`src/rtl/core/stack_machine_execute_unit_assert.svh`:
```
// Assertion macros for the stack machine execute unit.
// Used by smeu_back in this folder; expects clk and rst_n in scope.
`ifndef STACK_MACHINE_EXECUTE_UNIT_ASSERT_SVH
`define STACK_MACHINE_EXECUTE_UNIT_ASSERT_SVH

// Same-cycle implication, checked outside reset.
`define SMEU_ASSERT_IMP(lbl, ante, cons, msg) \
  lbl: assert property (@(posedge clk) disable iff (!rst_n) (ante) |-> (cons)) \
    else $error(msg);

// Next-cycle implication, checked outside reset.
`define SMEU_ASSERT_NXT(lbl, ante, cons, msg) \
  lbl: assert property (@(posedge clk) disable iff (!rst_n) (ante) |=> (cons)) \
    else $error(msg);

`endif

```
`src/rtl/core/smeu_pkg.sv`:
```
// Shared types and codes for the stack machine execute unit.
// No dependencies; imported by every module of the unit except smeu_div.
package smeu_pkg;

  // Instruction modes as they arrive on the input channel.
  typedef enum logic [3:0] {
    MODE_PUSHC = 4'd0,
    MODE_ADD   = 4'd1,
    MODE_SUB   = 4'd2,
    MODE_MUL   = 4'd3,
    MODE_DIV   = 4'd4,
    MODE_MOD   = 4'd5,
    MODE_RDINT = 4'd6,
    MODE_WRINT = 4'd7,
    MODE_RDCHR = 4'd8,
    MODE_WRCHR = 4'd9,
    MODE_PUSHG = 4'd10,
    MODE_POPG  = 4'd11,
    MODE_ASF   = 4'd12,
    MODE_RSF   = 4'd13,
    MODE_PUSHL = 4'd14,
    MODE_POPL  = 4'd15
  } mode_t;

  // Instruction classes as seen by the back end.
  typedef enum logic [3:0] {
    CLS_PUSHV,
    CLS_ARITH,
    CLS_WRITE,
    CLS_PUSHG,
    CLS_POPG,
    CLS_ASF,
    CLS_RSF,
    CLS_PUSHL,
    CLS_POPL
  } cls_t;

  // Result status codes.
  typedef enum logic [1:0] {
    STAT_DONE = 2'd0,
    STAT_SKIP = 2'd1,
    STAT_OVFL = 2'd2
  } stat_t;

  // Console write kinds.
  typedef enum logic [1:0] {
    KIND_NONE = 2'd0,
    KIND_INT  = 2'd1,
    KIND_CHR  = 2'd2
  } kind_t;

  // Decoded instruction carried through the queue.
  typedef struct packed {
    cls_t        cls;
    mode_t       mode;
    logic [23:0] opnd;
    logic [31:0] imm;
  } instr_t;

  localparam int QDEPTH = 2;

endpackage

```
`src/rtl/core/smeu_front.sv`:
```
// Front end: accepts input transactions and classifies each instruction.
// Depends on smeu_pkg; feeds smeu_queue.
module smeu_front
  import smeu_pkg::*;
(
  input  logic        in_valid,
  output logic        in_stall,
  input  logic [3:0]  in_mode,
  input  logic [23:0] in_operand,
  input  logic [31:0] in_read_value,
  input  logic        clearing,
  output logic        q_push_valid,
  input  logic        q_push_stall,
  output instr_t      q_push_data
);

  mode_t m;

  // Items are held off while memories are being cleared after reset.
  assign in_stall     = q_push_stall || clearing;
  assign q_push_valid = in_valid && !clearing;

  // Decode the mode into a class and form the value a push would store.
  always_comb begin
    m                = mode_t'(in_mode);
    q_push_data.mode = m;
    q_push_data.opnd = in_operand;
    q_push_data.imm  = {{8{in_operand[23]}}, in_operand};
    q_push_data.cls  = CLS_PUSHV;
    unique case (m) inside
      MODE_PUSHC: begin
        q_push_data.cls = CLS_PUSHV;
      end
      MODE_RDINT: begin
        q_push_data.cls = CLS_PUSHV;
        q_push_data.imm = in_read_value;
      end
      MODE_RDCHR: begin
        q_push_data.cls = CLS_PUSHV;
        q_push_data.imm = {{24{in_read_value[7]}}, in_read_value[7:0]};
      end
      MODE_ADD, MODE_SUB, MODE_MUL, MODE_DIV, MODE_MOD: begin
        q_push_data.cls = CLS_ARITH;
      end
      MODE_WRINT, MODE_WRCHR: begin
        q_push_data.cls = CLS_WRITE;
      end
      MODE_PUSHG: q_push_data.cls = CLS_PUSHG;
      MODE_POPG:  q_push_data.cls = CLS_POPG;
      MODE_ASF:   q_push_data.cls = CLS_ASF;
      MODE_RSF:   q_push_data.cls = CLS_RSF;
      MODE_PUSHL: q_push_data.cls = CLS_PUSHL;
      MODE_POPL:  q_push_data.cls = CLS_POPL;
      default:    q_push_data.cls = CLS_PUSHV;
    endcase
  end

endmodule

```
`config.mk`:
```
export PLATFORM = sky130hd
export DESIGN_NAME = smeu_front
export DESIGN_NICKNAME = d
export VERILOG_FILES = /design/src/rtl/core/stack_machine_execute_unit_assert.svh /design/src/rtl/core/smeu_pkg.sv /design/src/rtl/core/smeu_front.sv
export SDC_FILE = /design/constraint.sdc
export NUM_CORES = 1
export LEC_CHECK = 0
export ABC_AREA = 1
export BUFFER_PORTS_ARGS = -buffer_cell sky130_fd_sc_hd__buf_2
export CAP_MARGIN = 0
export CORE_UTILIZATION = 38
export DETAILED_ROUTE_END_ITERATION = 12
export PLACE_DENSITY = 0.91
export SYNTH_ARGS = -nofsm -noshare
export SYNTH_HDL_FRONTEND = slang
export SYNTH_SLANG_ARGS = --single-unit
```
`constraint.sdc`:
```
create_clock -name vclk -period 1.2
set_input_delay 0.12 -clock vclk [all_inputs]
set_output_delay 0.12 -clock vclk [all_outputs]
set_load 0.01 [all_outputs]
```
==> impl_results.md <==
- Rows: 18
- Wirelength per Cell: 11.32 um
- Max-cap viol count: 0
- Worst slack, placed: -0.08844 ns
- Share of cells above drive strength 1: 60.39%
- Multi-input logic area: 784.5 sq um
- Seq/Total Area, Yosys: 0%
- Worst-margin pin slew: 0.2300 ns
- Synth area leaders: nand2_1 (24%), buf_4 (23%), nand3_1 (22%)
- Hold Crit Class: in -> out
- Relative slew slack: 84.63%
- ANT cells: 0
- Die area: 3024 sq um
- Tcrit/Tclk final: 98.12%
- Max VDD drop: 0.2730 mV
- Initial antenna violation count: 0
- CP arrival: 1.06 ns
- Synth-to-layout area growth: 69.87%
- Syn_nets: 264
- Total power: 659.2 uW
- CTS Hold Bufs: 0
- Starting density of the core: 41.57%
- Outcome: finished, final reports clean
- Final hold slack: 0.4425 ns
- P per Cell Area: 363.6 nW/um^2
- RSZ-0062 raised after global routing: true
- GP Congestion: 0.7281
- Endpoints failing setup: 0
- Initial DRC count: 25
- Core area: 2567 sq um
- Clock buffer cells: 0
- Die Height: 55.00 um
- Final core occ: 70.61%
- DP Area: 1558 sq um
- Drt via density: 4.737
- Min Tclk post-route: 1.177 ns
- Critical path class: in -> out
- Top cell type's share of synthesized area: 23.92%
- CP Launch Type: input pin
- Worst Path Required: 1.08 ns
- Die width: 55.00 um
- Post-DRT Antenna Nets: 0
- Max Clk Rate: 849.3 MHz
- DRC: 0
- Post-synthesis area per instance: 5.310 sq um
- Maximum fanout along the worst path: 8
- Warnings, synthesis: 0
- TritonRoute pass-1 iters: 4
- First-pass GRT wire length: 4.905 mm
- Vias in the first global route: 1,218
- Final hold viol count: 0
- Routed vias: 1,601
- Fillers: 235
- Leading area contributor after synthesis: nand2_1
- Detail Placement HPWL: 2.675 mm
- Largest net degree at the start of global routing: 26
- Port bufs: 129
- I/O pin count: 129
- Final Slew Violations: 0
- Crit end category: primary output
- Most frequent cells in the layout: buf_2 (124), nand2_1 (66), nand3_1 (27), nand3_2 (21), inv_1 (20)
- Unique cell type count in the Yosys netlist: 17
- Leak: 1.217 nW
- Final WL: 3.825 mm
- FF+latch area: 0 sq um
- GR Util All Layers: 21.23%
- GRT Residual Overflow: 0
- # nets final: 373
- Fin area: 1813 sq um
- Final WS setup: 0.02258 ns
- Post-synthesis instance area: 1067 sq um
- Seq_cells: 0
- Commonest non-fill, non-tap cell in the layout: buf_2
- Post-synthesis instance total: 201
-- critical path, cell delays in order --
cell     delay (ns)
buf_8          0.11
nor2_4         0.22
nand2_4        0.17
buf_8          0.19
nand3_2        0.07
nand2_2        0.06
buf_6          0.12
-- synth_stat cells --
| cell | number |
|---|---|
| a21oi_1 | 1 |
| buf_4 | 32 |
| buf_6 | 6 |
| inv_1 | 20 |
| inv_2 | 8 |
| nand2_1 | 68 |
| nand2_4 | 3 |
| nand3_1 | 46 |
| nand3_2 | 3 |
| nand3_4 | 1 |
| nor2_1 | 5 |
| nor2_2 | 1 |
| nor2_4 | 3 |
| nor3_1 | 1 |
| o21a_1 | 1 |
| o21ai_0 | 1 |
| or2_2 | 1 |
-- repair_timing --
action                                  CTS  global route
gates resized for setup                   7            43
pin swaps                                 3            16
buffers inserted                          0             2
gates cloned                              1             1
endpoints found under the setup margin   27            33
-- layout make-up --
type / count / share of cell area (%)
multi-input combinational: 136 / 43.27
inverter: 28 / 6.211
timing repair buffer: 144 / 48.45
tap: 30 / 2.070
-- final timing paths --
| kind | start | end | slack (ns) | cells after the start |
|---|---|---|---|---|
| setup / recovery | in_mode[0] | q_push_data[14] | 0.02 | 7 |
| hold / removal | in_operand[17] | q_push_data[49] | 0.44 | 2 |
-- cell families (layout without fill, tap and decap cells) --
logic type / after synthesis / in the layout / share of synthesized area, %
buf+inv: 66 / 172 / 38.69
simple gates: 132 / 133 / 59.67
compound gates: 3 / 3 / 1.641
-- per-stage QoR --
stage                      TNS, ns  instances
after floorplan                  0        201
after global placement     -0.8125        334
after detailed placement    -1.786        334
after CTS                        0        335
after global routing      -0.08332        338
final                            0        338
-- power by group --
group          switching (mW)  internal [mW]
Clock                       0              0
Sequential                  0              0
Combinational           0.344          0.315
-- routing by layer --
metal / up-vias / global-route usage [%] / share of wire (%)
met2: 88 / 46.18 / 54
met1: 690 / 22.28 / 36
met3: 8 / 1.366 / 7.5
li1: 815 / - / -
met4: 0 / 1.250 / 1.7
met5: - / 0 / 0
(Power assumes the default switching activity.)
