==> config.mk <==
export PLATFORM = sky130hd
export DESIGN_NAME = smeu_queue
export DESIGN_NICKNAME = d
export VERILOG_FILES = /design/src/rtl/core/stack_machine_execute_unit_assert.svh /design/src/rtl/core/smeu_pkg.sv /design/src/rtl/core/smeu_queue.sv
export SDC_FILE = /design/constraint.sdc
export NUM_CORES = 1
export LEC_CHECK = 0
export ABC_CLOCK_PERIOD_IN_PS = 5100
export BUFFER_PORTS_ARGS = -buffer_cell sky130_fd_sc_hd__clkbuf_2
export CORE_MARGIN = 1.5
export CORE_UTILIZATION = 52
export DETAILED_ROUTE_END_ITERATION = 6
export PLACE_DENSITY = 0.83
export SYNTH_ARGS = -nofsm -noshare
export SYNTH_HDL_FRONTEND = slang
export SYNTH_SLANG_ARGS = --single-unit
==> constraint.sdc <==
create_clock -name clk -period 5.1 [get_ports clk]
set_input_delay 0.765 -clock clk [delete_from_list [all_inputs] [get_ports clk]]
set_output_delay 0.765 -clock clk [all_outputs]
set_load 0.02 [all_outputs]
==> src/rtl/core/stack_machine_execute_unit_assert.svh <==
// Assertion macros for the stack machine execute unit.
// Used by smeu_back in this folder; expects clk and rst_n in scope.
`ifndef STACK_MACHINE_EXECUTE_UNIT_ASSERT_SVH
`define STACK_MACHINE_EXECUTE_UNIT_ASSERT_SVH

// Same-cycle implication, checked outside reset.
`define SMEU_ASSERT_IMP(lbl, ante, cons, msg) \
  lbl: assert property (@(posedge clk) disable iff (!rst_n) (ante) |-> (cons)) \
    else $error(msg);

// Next-cycle implication, checked outside reset.
`define SMEU_ASSERT_NXT(lbl, ante, cons, msg) \
  lbl: assert property (@(posedge clk) disable iff (!rst_n) (ante) |=> (cons)) \
    else $error(msg);

`endif

==> src/rtl/core/smeu_pkg.sv <==
// Shared types and codes for the stack machine execute unit.
// No dependencies; imported by every module of the unit except smeu_div.
package smeu_pkg;

  // Instruction modes as they arrive on the input channel.
  typedef enum logic [3:0] {
    MODE_PUSHC = 4'd0,
    MODE_ADD   = 4'd1,
    MODE_SUB   = 4'd2,
    MODE_MUL   = 4'd3,
    MODE_DIV   = 4'd4,
    MODE_MOD   = 4'd5,
    MODE_RDINT = 4'd6,
    MODE_WRINT = 4'd7,
    MODE_RDCHR = 4'd8,
    MODE_WRCHR = 4'd9,
    MODE_PUSHG = 4'd10,
    MODE_POPG  = 4'd11,
    MODE_ASF   = 4'd12,
    MODE_RSF   = 4'd13,
    MODE_PUSHL = 4'd14,
    MODE_POPL  = 4'd15
  } mode_t;

  // Instruction classes as seen by the back end.
  typedef enum logic [3:0] {
    CLS_PUSHV,
    CLS_ARITH,
    CLS_WRITE,
    CLS_PUSHG,
    CLS_POPG,
    CLS_ASF,
    CLS_RSF,
    CLS_PUSHL,
    CLS_POPL
  } cls_t;

  // Result status codes.
  typedef enum logic [1:0] {
    STAT_DONE = 2'd0,
    STAT_SKIP = 2'd1,
    STAT_OVFL = 2'd2
  } stat_t;

  // Console write kinds.
  typedef enum logic [1:0] {
    KIND_NONE = 2'd0,
    KIND_INT  = 2'd1,
    KIND_CHR  = 2'd2
  } kind_t;

  // Decoded instruction carried through the queue.
  typedef struct packed {
    cls_t        cls;
    mode_t       mode;
    logic [23:0] opnd;
    logic [31:0] imm;
  } instr_t;

  localparam int QDEPTH = 2;

endpackage

==> src/rtl/core/smeu_queue.sv <==
// Short instruction queue between the front and back ends.
// Depends on smeu_pkg for the instruction type.
module smeu_queue
  import smeu_pkg::*;
(
  input  logic   clk,
  input  logic   rst_n,
  input  logic   push_valid,
  output logic   push_stall,
  input  instr_t push_data,
  output logic   pop_valid,
  input  logic   pop_stall,
  output instr_t pop_data
);

  localparam int PW = $clog2(QDEPTH);

  instr_t          ent_r [QDEPTH];
  logic [PW-1:0]   wp_r, rp_r;
  logic [PW:0]     cnt_r;
  logic            do_push, do_pop;

  assign push_stall = (cnt_r == (PW+1)'(QDEPTH));
  assign pop_valid  = (cnt_r != '0);
  assign pop_data   = ent_r[rp_r];
  assign do_push    = push_valid && !push_stall;
  assign do_pop     = pop_valid && !pop_stall;

  // Pointers and fill count.
  always_ff @(posedge clk) begin
    if (!rst_n) begin
      wp_r  <= '0;
      rp_r  <= '0;
      cnt_r <= '0;
    end else begin
      if (do_push) begin
        wp_r <= wp_r + 1'b1;
      end
      if (do_pop) begin
        rp_r <= rp_r + 1'b1;
      end
      if (do_push && !do_pop) begin
        cnt_r <= cnt_r + 1'b1;
      end else if (do_pop && !do_push) begin
        cnt_r <= cnt_r - 1'b1;
      end
    end
  end

  // Entry storage.
  always_ff @(posedge clk) begin
    if (do_push) begin
      ent_r[wp_r] <= push_data;
    end
  end

endmodule

==> results_dict.tcl, run 1 <==
set metrics [dict create \
    slew_viol_final 0 \
    synthXorXnorAreaFrac 0.00541 \
    min_period_ns 3.25 \
    p_clk_frac 0.357 \
    timing_hold_violations_final 0 \
    yosys.area_share.simple 0.0119 \
    clock_path_buffers 2 \
    gr-usage-all-layers 0.176 \
    antenna_left 0 \
    core_sq_mm 0.00915 \
    hold_start "push_data[39]" \
    endpoint_kind "primary output" \
    vias 2522 \
    drtPass1Iterations 5 \
    syn-num-nets 293 \
    diodes 0 \
    holdPathEnd "ent_r[1][39]" \
    critPathRequiredTime_ns 4.34 \
    ir_drop_v 0.000386 \
    nNetsFinal 442 \
    cts_max_level 4 \
    p_seq_frac 0.409 \
    tightestPinTransition_ns 0.841 \
    drive_gt1_frac 0.608 \
    die_x_microns 99.6 \
    min_path_cells 1 \
    instances_no_fill 496 \
    synth_edf_count 128 \
    nFillCells 621 \
    cts_tree "yes" \
    crit_arrival_ns 2.48 \
    root_buffer "clkbuf_8" \
    yosys_warnings 0 \
    dp_hpwl_mm 5.36 \
    comb_power_share 0.234 \
    wl_per_cell_microns 16.9 \
    cts-buffers-inserted 17 \
    clkTransAtPathRegs_ns 0.06 \
    rsz0062_at_grt "false" \
    startpoint_type "register" \
    port_buffers 133 \
    grt_max_degree 39 \
    clock_skew_ns 0.00664 \
    setup_viol 0 \
    synth_compound_area_frac 0.00722 \
    worst-setup-path-type "reg -> out" \
    power_density_mw_per_mm2 566 \
    post-synth-top-count-cell "edfxtp_1" \
    status "complete, no violations" \
    placedCellCount 465 \
    yosysTopAreaCell "edfxtp_1" \
    cts_setup_buffers 0 \
    pin_count 134 \
    post-synth-top-area-fraction 0.792 \
    synth-main-ff-cell "edfxtp_1" \
    p_switching_uw 994 \
    synthArstFlopShare 0 \
    r2r-start "cnt_r[0]" \
    clk_latency_ns 0.49 \
    drc 0 \
    max_freq_mhz 308 \
    routed_wl_mm 8.40 \
    grt-ovfl-total 0 \
    netlist_area_sq_mm 0.00485 \
    r2r_end "ent_r[1][15]" \
    synthAdderAreaFrac 0.00258 \
    place_congestion 0.661 \
    ctsResizeCount 0 \
    synthTopCellsByArea "edfxtp_1, mux2_2, dfxtp_1" \
    rows 35 \
    ys_ff_latch 133 \
    via_per_inst 5.08 \
    drtIter0Drc 84 \
    slew_headroom 0.439 \
    synthMuxAreaShare 0.148 \
    r2r_slack_ns 2.91 \
    yosysSeqAreaShare 0.813 \
    cts_hold_buffers 0 \
    avgSynthCellArea_sq_um 21.7 \
    initial_core_util 0.530 \
    p_leak_nw 2.42 \
    crit_fanout 35 \
    die_height_microns 99.6 \
    post_synth_num_cell_types 21 \
    cts_sinks 133 \
    syn_to_final_growth_pct 29.2 \
    synth_commonest_cells "edfxtp_1, mux2_2, buf_4" \
    fin_crit_sh 0.636 \
    min_path_type "in -> reg" \
    antenna_found_initial 0 \
    tns_ns 0 \
    r2r_cells 3 \
    grt_pass1_vias 2716 \
    internal_power_mw 2.56 \
    dieArea_sq_mm 0.00992 \
    drv_cap 0 \
    syn_inst 224 \
    synth_top_family_by_area "multiplexers" \
    swShare 0.280 \
    grt_first_pass_wirelength_mm 12.9 \
]
-- metrics by stage --
step	area (sq um)	power, mW	worst slack, ns	hold slack (ns)	util
after floorplan	4850	2.05	1.27	0.479	-
after global placement	5650	2.29	2.37	0.497	0.617
after detailed placement	5650	2.31	2.34	0.510	0.617
after CTS	6270	3.59	1.78	0.425	0.685
after global routing	6270	3.70	1.72	0.425	0.685
final	6270	3.55	1.85	0.460	0.685
-- sequential cells by signal, summed over array words and instances, names as in the netlist, named ones only --
signal,flops
ent_r,128
wp_r,1
rp_r,1
cnt_r,2
-- routing by layer --
metal,share of wire,GRT usage,up-vias
met5,0,0,-
met1,0.40,0.194,1248
met3,0.060,0.0668,6
met2,0.54,0.310,85
met4,0.0054,0.0683,0
li1,-,-,1183
-- final cells by class --
| class | count | area (sq um) | share of cell area |
|---|---|---|---|
| multi-input cells | 82 | 860 | 0.137 |
| flip-flops and latches | 133 | 3950 | 0.629 |
| clock inverters | 13 | 206 | 0.0329 |
| clock buffers | 18 | 418 | 0.0666 |
| well taps | 111 | 139 | 0.0221 |
| repair buffers | 137 | 696 | 0.111 |
| inverters | 2 | 7.51 | 0.00120 |
-- worst max path at each step --
stage               slack (ns)  cells past startpoint      endpoint
detailed placement        2.34                      3  pop_data[12]
finish                    1.85                      3  pop_data[40]
CTS                       1.78                      3  pop_data[40]
floorplan                 1.27                      2   ent_r[0][0]
global route              1.72                      3  pop_data[40]
global placement          2.37                      3  pop_data[48]
-- worst max-delay path: stages, from the launching register on --
cell	delay, ns
dfxtp_2	0.88
buf_4	0.51
mux2_2	0.40
clkbuf_2	0.16
-- power groups by stage --
stage	combinational (mW)	sequential, mW	clock, mW
floorplan	0.623	1.43	0
global placement	0.828	1.47	0
finish	0.832	1.45	1.27
global route	0.890	1.47	1.34
CTS	0.845	1.46	1.29
detailed placement	0.837	1.48	0
-- logic make-up (layout without fill, tap and decap cells) --
group	count (synthesis)	in the layout
AOI/OAI and AO/OA	5	5
muxes	64	64
xor gates and xnor gates	3	3
buffers and inverters	9	170
DFF	133	133
adders and majority gates	1	1
and+or+nand+nor	9	9
-- layout by cell type (no fill, tap or decap), drive strengths merged, types with 3 or more instances in the layout --
| cell | n |
|---|---|
| buf | 4 |
| mux2 | 64 |
| edfxtp | 128 |
| clkbuf | 151 |
| inv | 3 |
| dfxtp | 5 |
| and2 | 3 |
| clkinv | 6 |
| bufinv | 5 |
No activity file was read; power rests on OpenSTA's default activity.
==> run 2, diff against run 1 <==
--- a/config.mk
+++ b/config.mk
@@ -5,12 +5,12 @@
 export SDC_FILE = /design/constraint.sdc
 export NUM_CORES = 1
 export LEC_CHECK = 0
-export ABC_CLOCK_PERIOD_IN_PS = 5100
+export ABC_CLOCK_PERIOD_IN_PS = 2700
 export BUFFER_PORTS_ARGS = -buffer_cell sky130_fd_sc_hd__clkbuf_2
 export CORE_MARGIN = 1.5
-export CORE_UTILIZATION = 52
+export CORE_UTILIZATION = 47
 export DETAILED_ROUTE_END_ITERATION = 6
-export PLACE_DENSITY = 0.83
+export PLACE_DENSITY = 0.8
 export SYNTH_ARGS = -nofsm -noshare
 export SYNTH_HDL_FRONTEND = slang
 export SYNTH_SLANG_ARGS = --single-unit
==> constraint.sdc (replaced) <==
create_clock -name clk -period 2.7 [get_ports clk]
set_input_delay 0.405 -clock clk [delete_from_list [all_inputs] [get_ports clk]]
set_output_delay 0.405 -clock clk [all_outputs]
set_load 0.02 [all_outputs]
==> results_dict.tcl, run 2 (synthesized netlist as in run 1, its figures left out) <==
set metrics [dict create \
    r2r_end "cnt_r[1]" \
    rsz0062_at_grt "false" \
    crit_fanout 64 \
    crit_arrival_ns 1.75 \
    ff_latch_area_sq_mm 0.00395 \
    startpoint_type "register" \
    p_clk_frac 0.353 \
    pin_count 134 \
    worst-setup-path-type "reg -> out" \
    r2r-start "cnt_r[0]" \
    drtIter0Drc 97 \
    fin_crit_sh 0.798 \
    slew_viol_final 0 \
    cts_setup_buffers 0 \
    largest_reg_flops 128 \
    largest_registers "ent_r (128), cnt_r (2)" \
    tns_ns 0 \
    mostFrequentLayoutCell "clkbuf_2" \
    port_buffers 133 \
    tightestPinTransition_ns 0.386 \
    cts_sinks 133 \
    place_ws_ns 1.08 \
    routed_wl_mm 8.14 \
    r2r_cells 6 \
    p_leak_nw 2.42 \
    cts-buffers-inserted 17 \
    cts_tree "yes" \
    via_per_inst 4.82 \
    clk_latency_ns 0.50 \
    die_x_microns 105 \
    clock_path_buffers 2 \
    multiInputGateArea_sq_um 860 \
    drc 0 \
    dieArea_sq_mm 0.0109 \
    rows 36 \
    status "complete, no violations" \
    power_mw 6.70 \
    antenna_left 0 \
    cts_max_level 4 \
    min_period_ns 2.15 \
    core_sq_mm 0.00991 \
    final_util 0.639 \
    die_height_microns 105 \
    cts_hold_buffers 0 \
    endpoint_kind "primary output" \
    initial_core_util 0.490 \
    root_buffer "clkbuf_8" \
    comb_power_share 0.248 \
    diodes 0 \
    antenna_found_initial 0 \
    max_freq_mhz 464 \
    gr-usage-all-layers 0.155 \
    power_density_mw_per_mm2 1060 \
    critPathRequiredTime_ns 2.30 \
    p_switching_mw 1.84 \
    r2r_slack_ns 1.08 \
    drtPass1Iterations 4 \
    clock_skew_ns 0.00572 \
    syn_to_final_growth_pct 30.4 \
    ctsResizeCount 0 \
    nNetsFinal 441 \
    slew_headroom 0.743 \
    grt_first_pass_wirelength_mm 12.7 \
    top_register "ent_r" \
    final_cell_mix "clkbuf_2, edfxtp_1, mux2_2, clkbuf_16, clkbuf_8" \
    timing_hold_violations_final 0 \
    setup_ws_ns 0.546 \
    grt_pass1_vias 2584 \
    drv_cap 0 \
    swShare 0.274 \
    grt-ovfl-total 0 \
    clkTransAtPathRegs_ns 0.06 \
    min_path_type "in -> reg" \
    nFillCells 732 \
    wl_per_cell_microns 15.7 \
    drive_gt1_frac 0.605 \
    dp_hpwl_mm 5.02 \
    ir_drop_v 0.000512 \
    vias 2496 \
    setup_viol 0 \
    crit_path_end "pop_data[30]" \
    place_congestion 0.680 \
    p_seq_frac 0.399 \
    grt_max_degree 66 \
    internal_power_mw 4.86 \
]
run 2: routing by layer:
metal / global-route usage / wire length [microns]
met3: 0.0586 / 501
met1: 0.191 / 3470
met4: 0.0558 / 85
met5: 0 / 0
met2: 0.251 / 4080
run 2: area by class of cell:
cell class | instances | area share
flip-flops and latches | 133 | 0.623
clock buffers | 24 | 0.0759
inverters | 2 | 0.00119
repair buffers | 136 | 0.115
well taps | 133 | 0.0263
clock inverters | 8 | 0.0229
multi-input cells | 82 | 0.136
run 2: power groups by stage:
stage	sequential [mW]	clock (mW)	combinational (mW)
6_report	2.67	2.37	1.66
5_1_grt	2.70	2.50	1.78
4_1_cts	2.68	2.40	1.69
3_5_place_dp	2.72	0	1.68
3_3_place_gp	2.70	0	1.66
2_1_floorplan	2.70	0	1.18
run 2: how the worst min path moves through the flow:
stage	from	end	cells after the start
2_1_floorplan	cnt_r[1]	cnt_r[1]	2
3_3_place_gp	cnt_r[1]	cnt_r[1]	2
3_5_place_dp	cnt_r[1]	cnt_r[1]	2
4_1_cts	push_data[2]	ent_r[1][2]	1
5_1_grt	push_data[12]	ent_r[0][12]	1
6_report	push_data[40]	ent_r[0][40]	1
run 2: worst max-delay path, stage by stage, from the launching register on:
cell	delay [ns]
dfxtp_2	0.34
buf_12	0.29
mux2_2	0.40
clkbuf_2	0.16
run 2: stage by stage:
stage | hold slack (ns) | cells | cell area (sq um)
2_1_floorplan | 0.479 | 224 | 4860
3_3_place_gp | 0.496 | 486 | 5700
3_5_place_dp | 0.538 | 486 | 5700
4_1_cts | 0.0700 | 518 | 6330
5_1_grt | 0.0622 | 518 | 6330
6_report | 0.0913 | 518 | 6330
